<file path="src/hw/rtl/pmdlp_pkg.sv">
`timescale 1ns / 1ps
`default_nettype none
// ----------------------------------------------------------------------------
// pmdlp_pkg
// Shared sizes, codes and reset values for the port-mapped display and LED
// panel.
// ----------------------------------------------------------------------------
package pmdlp_pkg;

   localparam int TITLE_LENGTH = 20;
   localparam int DIGIT_COUNT  = 10;

   localparam int CHAR_W  = 7;
   localparam int DIGIT_W = 5;

   // Request and response bus widths.
   localparam int REQ_DATA_W = 24;
   localparam int RSP_DATA_W = 208;

   localparam logic       MODE_READ  = 1'b0;
   localparam logic       MODE_WRITE = 1'b1;

   localparam logic [1:0] PORT_KEYS    = 2'd0;
   localparam logic [1:0] PORT_TITLE   = 2'd1;
   localparam logic [1:0] PORT_LEDS    = 2'd2;
   localparam logic [1:0] PORT_CONTROL = 2'd3;

   // Control bit positions on ports 1 and 3.
   localparam int BIT_TITLE_STROBE = 7;
   localparam int BIT_USER_LED     = 7;
   localparam int BIT_SPEAKER      = 6;
   localparam int BIT_DIGIT_LATCH  = 5;
   localparam int BIT_DIGIT_SHIFT  = 4;

   localparam logic [7:0]         PREV_RESET  = 8'hff;
   localparam logic [7:0]         IDLE_READ   = 8'hff;
   localparam logic [CHAR_W-1:0]  CHAR_SPACE  = 7'd32;
   localparam logic [DIGIT_W-1:0] DIGIT_BLANK = 5'd16;

   typedef logic [CHAR_W-1:0]  char_type;
   typedef logic [DIGIT_W-1:0] digit_type;

endpackage
`default_nettype wire

</file>
<file path="src/hw/rtl/port_mapped_display_led_panel_unit.sv">
`timescale 1ns / 1ps
`default_nettype none
// ----------------------------------------------------------------------------
// port_mapped_display_led_panel_unit
// Port access engine: key read-back, scrolling title, LEDs, speaker and a
// latched ten-digit display, with a two-deep response buffer.
// ----------------------------------------------------------------------------
// Channel   Direction  Width  Contents
// req_*     in         24     mode, port, write_data, key_state
// rsp_*     out        208    read_data ... title_high (see port list)
//
// One request is taken per cycle while req_tready is high.
// State is updated at the edge that accepts the request, and the response
// is formed from the updated state by one level of logic.
// A main response register plus one skid register keep req_tready high
// while a single response waits; req_tready falls only when both are full.
// Reset is synchronous and returns every panel register to its idle value.
// ----------------------------------------------------------------------------
module port_mapped_display_led_panel_unit (
   input  wire logic                             clock,
   input  wire logic                             reset,
   input  wire logic                             req_tvalid,
   output logic                                  req_tready,
   // mode[0], port[2:1], write_data[10:3], key_state[18:11], zero [23:19]
   input  wire logic [pmdlp_pkg::REQ_DATA_W-1:0] req_tdata,
   output logic                                  rsp_tvalid,
   input  wire logic                             rsp_tready,
   // read_data[7:0], led_bits[15:8], user_led[16], speaker[17],
   // shown_digits[67:18], title_low[130:68], title_mid[193:131],
   // title_high[207:194]
   output logic [pmdlp_pkg::RSP_DATA_W-1:0]      rsp_tdata
);
   import pmdlp_pkg::*;

   logic       req_mode;
   logic [1:0] req_port;
   logic [7:0] req_data;
   logic [7:0] req_keys;

   logic accept;
   logic take;

   logic [7:0] prev_p1_ff,  prev_p1_in;
   logic [7:0] prev_p3_ff,  prev_p3_in;
   logic [7:0] led_ff,      led_in;
   logic       user_led_ff, user_led_in;
   logic       speaker_ff,  speaker_in;
   char_type   title_ff       [TITLE_LENGTH];
   char_type   title_in       [TITLE_LENGTH];
   digit_type  digit_shift_ff [DIGIT_COUNT];
   digit_type  digit_shift_in [DIGIT_COUNT];
   digit_type  digit_shown_ff [DIGIT_COUNT];
   digit_type  digit_shown_in [DIGIT_COUNT];

   logic [7:0]   read_value;
   logic [139:0] title_flat;
   logic [49:0]  digits_flat;
   logic [RSP_DATA_W-1:0] result;

   logic                  out_valid_ff,  out_valid_in;
   logic [RSP_DATA_W-1:0] out_data_ff,   out_data_in;
   logic                  skid_valid_ff, skid_valid_in;
   logic [RSP_DATA_W-1:0] skid_data_ff,  skid_data_in;

   assign req_mode = req_tdata[0];
   assign req_port = req_tdata[2:1];
   assign req_data = req_tdata[10:3];
   assign req_keys = req_tdata[18:11];

   assign req_tready = !skid_valid_ff;
   assign accept     = req_tvalid && req_tready;
   assign take       = out_valid_ff && rsp_tready;

   // Next panel state for the request on the bus.
   always_comb begin
      logic [7:0] rise;
      rise        = (prev_p3_ff ^ req_data) & req_data;
      prev_p1_in  = prev_p1_ff;
      prev_p3_in  = prev_p3_ff;
      led_in      = led_ff;
      user_led_in = user_led_ff;
      speaker_in  = speaker_ff;
      title_in       = title_ff;
      digit_shift_in = digit_shift_ff;
      digit_shown_in = digit_shown_ff;
      read_value  = IDLE_READ;

      if (req_mode == MODE_READ) begin
         if (req_port == PORT_KEYS) begin
            read_value = req_keys;
         end
      end else begin
         unique case (req_port)
            PORT_KEYS: begin
            end
            PORT_TITLE: begin
               if (req_data[BIT_TITLE_STROBE] && !prev_p1_ff[BIT_TITLE_STROBE]) begin
                  for (int i = 0; i < TITLE_LENGTH - 1; i++) begin
                     title_in[i] = title_ff[i + 1];
                  end
                  title_in[TITLE_LENGTH - 1] = req_data[CHAR_W-1:0];
               end
               prev_p1_in = req_data;
            end
            PORT_LEDS: begin
               led_in = req_data;
            end
            PORT_CONTROL: begin
               prev_p3_in = req_data;
               if (rise[BIT_USER_LED]) begin
                  user_led_in = !user_led_ff;
               end
               if (rise[BIT_SPEAKER]) begin
                  speaker_in = !speaker_ff;
               end
               // The latch copies the shift register as it stood before
               // any shift in the same write.
               if (rise[BIT_DIGIT_LATCH]) begin
                  digit_shown_in = digit_shift_ff;
               end
               if (rise[BIT_DIGIT_SHIFT]) begin
                  for (int i = 1; i < DIGIT_COUNT; i++) begin
                     digit_shift_in[i] = digit_shift_ff[i - 1];
                  end
                  digit_shift_in[0] = {1'b0, req_data[3:0]};
               end
            end
            default: begin
            end
         endcase
      end
   end

   // Pack the response from the updated state; read_data is 8'hff but on a key read.
   always_comb begin
      title_flat  = '0;
      digits_flat = '0;
      for (int i = 0; i < TITLE_LENGTH; i++) begin
         title_flat[CHAR_W*i +: CHAR_W] = title_in[i];
      end
      for (int i = 0; i < DIGIT_COUNT; i++) begin
         digits_flat[DIGIT_W*i +: DIGIT_W] = digit_shown_in[i];
      end
      result = {title_flat, digits_flat, speaker_in, user_led_in, led_in, read_value};
   end

   // Response buffer: the skid register fills only while the main one stalls.
   always_comb begin
      out_valid_in  = out_valid_ff;
      out_data_in   = out_data_ff;
      skid_valid_in = skid_valid_ff;
      skid_data_in  = skid_data_ff;
      if (!out_valid_ff || take) begin
         if (skid_valid_ff) begin
            out_valid_in  = 1'b1;
            out_data_in   = skid_data_ff;
            skid_valid_in = 1'b0;
         end else begin
            out_valid_in = accept;
            out_data_in  = result;
         end
      end else if (accept) begin
         skid_valid_in = 1'b1;
         skid_data_in  = result;
      end
   end

   always_ff @(posedge clock) begin
      if (reset) begin
         prev_p1_ff    <= PREV_RESET;
         prev_p3_ff    <= PREV_RESET;
         led_ff        <= '0;
         user_led_ff   <= 1'b0;
         speaker_ff    <= 1'b0;
         out_valid_ff  <= 1'b0;
         skid_valid_ff <= 1'b0;
         for (int i = 0; i < TITLE_LENGTH; i++) begin
            title_ff[i] <= CHAR_SPACE;
         end
         for (int i = 0; i < DIGIT_COUNT; i++) begin
            digit_shift_ff[i] <= DIGIT_BLANK;
            digit_shown_ff[i] <= DIGIT_BLANK;
         end
      end else begin
         if (accept) begin
            prev_p1_ff     <= prev_p1_in;
            prev_p3_ff     <= prev_p3_in;
            led_ff         <= led_in;
            user_led_ff    <= user_led_in;
            speaker_ff     <= speaker_in;
            title_ff       <= title_in;
            digit_shift_ff <= digit_shift_in;
            digit_shown_ff <= digit_shown_in;
         end
         out_valid_ff  <= out_valid_in;
         skid_valid_ff <= skid_valid_in;
      end
   end

   always_ff @(posedge clock) begin
      out_data_ff  <= out_data_in;
      skid_data_ff <= skid_data_in;
   end

   assign rsp_tvalid = out_valid_ff;
   assign rsp_tdata  = out_data_ff;

endmodule
`default_nettype wire

</file>
<file path="config.mk">
export PLATFORM = sky130hd
export DESIGN_NAME = port_mapped_display_led_panel_unit
export DESIGN_NICKNAME = d
export VERILOG_FILES = /design/src/hw/rtl/pmdlp_pkg.sv /design/src/hw/rtl/port_mapped_display_led_panel_unit.sv
export SDC_FILE = /design/constraint.sdc
export NUM_CORES = 1
export LEC_CHECK = 0
export ABC_CLOCK_PERIOD_IN_PS = 35200
export BUFFER_PORTS_ARGS = -buffer_cell sky130_fd_sc_hd__buf_2
export CORE_MARGIN = 5
export CORE_UTILIZATION = 40
export DETAILED_ROUTE_END_ITERATION = 7
export GPL_TIMING_DRIVEN = 1
export PLACE_DENSITY = 0.63
export SLEW_MARGIN = 20
export SYNTH_ARGS = -nofsm -noshare
export SYNTH_HDL_FRONTEND = slang
export SYNTH_SLANG_ARGS = --single-unit
</file>
<file path="constraint.sdc">
create_clock -name clock -period 35.2 [get_ports clock]
set_input_delay 7.04 -clock clock [delete_from_list [all_inputs] [get_ports clock]]
set_output_delay 7.04 -clock clock [all_outputs]
set_load 0.03 [all_outputs]
</file>
==> out/metrics.yaml, run 1 <==
max_slew_margin_pct: 23.6
netlist_area_sq_mm: 0.0276
clkLatencyLatePin_ns: 0.61
cts.sinks: 673
place_hpwl_um: 40300
critPathCaptureType: "register"
cts_tree: "yes"
critPathMaxFanout: 70
flow.area_growth_from_synthesis_pct: 15.1
cp.arrival_ns: 9.84
ir_drop_v: 0.0000323
cts_made_buffers: 73
leakage_nw: 11.8
tightest_slew_ns: 1.15
filler_cell_count: 6287
wirelength_um: 71200
fin_tns_setup_ns: 0
die_w_um: 273
wl_per_cell_um: 20.1
yosys_warnings: 0
cts_setup_buffers: 0
start_util_pct: 40.3
period_share_pct: 27.4
grt_antenna_before_repair: 4
synth_fp_nets: 2457
max_freq_mhz: 104
async_flop_share_pct: 0
root_buffer: "clkbuf_16"
path_clk_slew_ns: 0.06
drc_errors: 0
hold_class: "register to register"
period_needed_ns: 9.64
yosysUniqueCellTypes: 38
skew_ns: 0.0282
synth_flop_cell: "edfxtp_1"
syn_inst: 2429
finalNetCount: 2575
gr-total-overflow: 0
die_area_sq_mm: 0.0744
grt_use_total_pct: 18.2
die_h_um: 273
final_common_cell: "edfxtp_1"
viasPerCell: 5.55
portBuffers: 232
synth_edf_count: 416
critPathRequiredTime_ns: 35.40
seq_area_frac_synth_pct: 63.9
hold_viol: 0
finalSetupViolCount: 0
num_vias: 19600
clk_path_buf_depth: 3
grt_pass1_vias: 19300
drive_above_1_share_pct: 16.5
io_pins: 238
htreeDepth: 3
rows: 96
postCtsResizedCells: 0
yosys_register_bits: 673
antenna_left: 0
synth_top_area_share_pct: 45.2
first_pass_iters: 7
power_density_mw_per_mm2: 54.4
fin_total_pwr_mw: 1.73
initialDrtViolationCount: 1991
critical_path_class: "input pin to register"
grt_pass1_wl_um: 110000
synthTopCellsByArea: "edfxtp_1 45%, dfxtp_1 19%, mux2i_1 7.2%"
drv_cap: 0
yosys.area.top_type: "edfxtp_1"
design.core.area_sq_mm: 0.0686
cp-start-kind: "input pin"
status: "finished clean"
cts_hold_buf: 0
drv_slew: 0
rsz0062_at_grt: "no"
place_congestion: 0.800
avgSynthCellArea_sq_um: 11.4
layout_common_cells: "416 x edfxtp_1, 307 x nand2_1, 256 x dfxtp_1"
grt_max_degree: 233
## logic make-up (layout without fill, tap and decap cells)
family	count (synthesis)	in the layout	synth area share, %
and+or+nand+nor	772	772	12.4
other	0	1	0
DFF	673	673	63.9
muxes	222	222	8.16
buffers and inverters	217	394	3.38
AOI/OAI and AO/OA	545	545	12.2
## path summary, 6_finish.rpt
path	startpoint	endpoint	slack, ns	cells past startpoint
setup / recovery	rsp_tready	skid_data_ff[87]	25.56	5
hold reg to reg	title_ff[134]	title_ff[134]	0.46	2
setup reg to reg	skid_valid_ff	skid_data_ff[87]	31.53	5
hold / removal	title_ff[134]	title_ff[134]	0.46	2
## cell usage after synthesis (all sizes together), types with 9 or more instances
library cell and count:
a31o 51, buf 55, nor4 43, a2bb2oi 50
edfxtp 416, dfxtp 257, mux2i 198, nor2 188
nand3 147, nand2 307, nand2b 64, nor3 9
a31oi 193, mux2 24, o21ai 244, clkbuf 160
## state kept, by name, summed over array words and instances (netlist names)
register        count
digit_shift_ff     50
digit_shown_ff     50
led_ff              8
prev_p1_ff          1
prev_p3_ff          4
rsp_tdata         208
rsp_tvalid          1
skid_data_ff      208
skid_valid_ff       1
speaker_ff          1
title_ff          140
user_led_ff         1
## layer usage
layer  wire length (um)  global-route usage (%)  part of all wire (%)  vias up
li1                   -                       -                     -     9238
met1              31000                    24.9                    44     9584
met2              33800                    29.9                    48      700
met3               4720                    3.27                   6.6      108
met4               1560                    5.31                   2.2        2
met5                 13                       0                 0.018        -
## stage by stage
step	hold slack [ns]	instance area [sq um]	setup slack, ns	util, %	std cells
2_1_floorplan	0.431	27600	6.82	-	2429
3_3_place_gp	0.442	29300	24.89	42.7	3402
3_5_place_dp	0.446	29300	24.90	42.7	3402
4_1_cts	0.455	31800	25.54	46.3	3536
5_1_grt	0.461	31800	25.41	46.3	3537
6_report	0.456	31800	25.56	46.4	3538
## final cells by class
type                    instances  area, sq um  share of cell area, %
diodes                          1         2.50                0.00787
clock buffers                  87         1890                   5.94
clock inverters                47          559                   1.76
inverters                       2         20.0                 0.0630
multi-input cells            1539         9110                   28.7
flip-flops and latches        673        17600                   55.5
well taps                     931         1160                   3.66
repair buffers                258         1410                   4.43
## where the power goes
| group | switching, mW | leakage [nW] | internal [mW] | total [mW] |
|---|---|---|---|---|
| combinational | 0.0657 | 4.53 | 0.0175 | 0.0832 |
| clock | 0.319 | 1.20 | 0.468 | 0.787 |
| sequential | 0.00676 | 6.03 | 0.853 | 0.860 |
| total | 0.391 | 11.8 | 1.34 | 1.73 |
## critical path, cell delays in order
cell and delay [ns]:
buf_2 0.09, nand2b_4 0.35, nor2_4 0.76, buf_4 0.62
buf_4 0.83
(Power assumes the default switching activity.)
==> run 2: changes to the inputs <==
ABC_CLOCK_PERIOD_IN_PS = 9000   (was 35200)
clock period = 9 ns   (was 35.2 ns; I/O delays follow)
==> out/metrics.yaml, run 2 (synthesis results as in run 1) <==
status: "finished clean"
die_w_um: 273
clkLatencyLatePin_ns: 0.62
p_sw_mw: 1.54
cts_setup_buffers: 0
cts_tree: "yes"
hold_depth: 2
cts_hold_buf: 0
power_density_mw_per_mm2: 210
reg2reg_slack_ns: 5.76
critPathRequiredTime_ns: 9.39
r2r_end: "rsp_tdata[116]"
final_common_cell: "edfxtp_1"
p_int_mw: 5.12
worst-path-buf-inv: 3
critPathCaptureType: "register"
tightest_slew_ns: 1.12
drive_above_1_share_pct: 16.2
max_slew_margin_pct: 25.3
cp-start-kind: "input pin"
postCtsResizedCells: 0
r2r_cells: 5
critPathTopFamily: "buffers and inverters"
antenna_left: 0
design.core.area_sq_mm: 0.0686
critical_path_class: "input pin to register"
fin_cells: 3542
cp.arrival_ns: 4.61
root_buffer: "clkbuf_16"
skew_ns: 0.0280
start_util_pct: 40.3
finalSetupViolCount: 0
path_clk_slew_ns: 0.06
die_h_um: 273
num_vias: 19600
power_frac_comb_pct: 4.9
viasPerCell: 5.55
place_congestion: 0.776
first_pass_iters: 5
multiInputGateArea_sq_mm: 0.00911
grt_pass1_wl_um: 112000
min_to: "title_ff[134]"
cpMaxStageDelayCell: "buf_4"
grt_max_degree: 153
gr-total-overflow: 0
die_area_sq_mm: 0.0744
crit_top_cell: "buf_4"
critPathMaxFanout: 65
p_seq_share_pct: 50.5
flow.area_growth_from_synthesis_pct: 14.9
grt_use_total_pct: 18.5
hold_viol: 0
power_frac_clock_pct: 44.7
portBuffers: 232
period_needed_ns: 4.22
drv_cap: 0
hold_start: "title_ff[134]"
wl_per_cell_um: 20.2
layout_common_cells: "416 x edfxtp_1, 307 x nand2_1, 256 x dfxtp_1"
grt_pass1_vias: 19600
seq_area_sq_mm: 0.0176
rows: 96
drv_slew: 0
design_area_sq_mm: 0.0317
placed_cells: 3402
wirelength_um: 71400
grt_antenna_before_repair: 5
rsz0062_at_grt: "no"
period_share_pct: 46.9
place_hpwl_um: 40600
max_stage_delay_ns: 0.75
swShare_pct: 23.1
cts_made_buffers: 73
clk_path_buf_depth: 3
htreeDepth: 3
io_pins: 238
leakage_nw: 11.7
hold_class: "register to register"
ir_drop_v: 0.000146
initialDrtViolationCount: 1533
r2r-start: "skid_valid_ff"
finalNetCount: 2575
crit_path_cell_trace: "buf_2 -> nor2b_4 -> buf_4 -> buf_4 -> nand3_1 -> a31oi_1"
drc_errors: 0
dpl_cell_area_sq_mm: 0.0293
max_freq_mhz: 237
filler_cell_count: 6286
cts.sinks: 673
-- run 2: cell count changes in the layout (fill, tap and decap cells not counted), moves of 2 or more --
cell | previous run | this run
clkinv_1 | 9 | 12
clkbuf_8 | 1 | 7
bufinv_16 | 11 | 5
clkinv_2 | 17 | 11
clkbuf_1 | 13 | 18
diode_2 | 1 | 3
-- run 2: worst reg2reg max path, stage by stage, from the launching register on --
cell,delay (ns)
dfxtp_2,0.35
inv_8,0.37
buf_4,0.92
buf_4,0.93
nor2_1,0.13
a31oi_1,0.33
-- run 2: through the flow --
step | setup WS (ns) | hold WS, ns | util [%] | total power [mW] | TNS (ns)
after global routing | 4.67 | 0.488 | 46.3 | 6.89 | 0
final | 4.78 | 0.455 | 46.3 | 6.66 | 0
after global placement | 4.22 | 0.442 | 42.7 | 3.75 | 0
after detailed placement | 4.20 | 0.447 | 42.7 | 3.76 | 0
after floorplan | -3.84 | 0.431 | - | 3.64 | -797.95
after CTS | 4.87 | 0.456 | 46.2 | 6.74 | 0
-- run 2: cell type report --
cell class,count,area share (%)
Antenna cell,3,0.0237
Sequential cell,673,55.6
Clock buffer,98,6.27
Multi-Input combinational cell,1539,28.7
Timing Repair Buffer,258,4.41
Inverter,2,0.0631
Tap cell,931,3.67
Clock inverter,38,1.27
-- run 2: layer usage --
| metal | share of wire, % | track usage, % | up-vias |
|---|---|---|---|
| met5 | 0.018 | 0 | - |
| met2 | 47 | 29.9 | 634 |
| li1 | - | - | 9243 |
| met4 | 2.4 | 5.96 | 2 |
| met1 | 44 | 25.1 | 9663 |
| met3 | 6.1 | 3.87 | 101 |
-- run 2: power by group through the flow --
stage	Combinational [mW]	Clock (mW)	Sequential (mW)
floorplan	0.110	0	3.53
global placement	0.324	0	3.43
detailed placement	0.327	0	3.43
CTS	0.327	3.05	3.36
global route	0.343	3.18	3.37
finish	0.324	2.98	3.36
-- run 2: worst max path at each step --
stage	from	end	slack (ns)	cells past startpoint
3_3_place_gp	req_tdata[10]	rsp_tdata[116]	4.22	6
3_5_place_dp	req_tdata[10]	rsp_tdata[116]	4.20	6
4_1_cts	req_tdata[10]	rsp_tdata[116]	4.87	6
5_1_grt	req_tdata[10]	rsp_tdata[143]	4.67	6
2_1_floorplan	rsp_tready	skid_data_ff[0]	-3.84	2
6_report	req_tdata[10]	rsp_tdata[80]	4.78	6
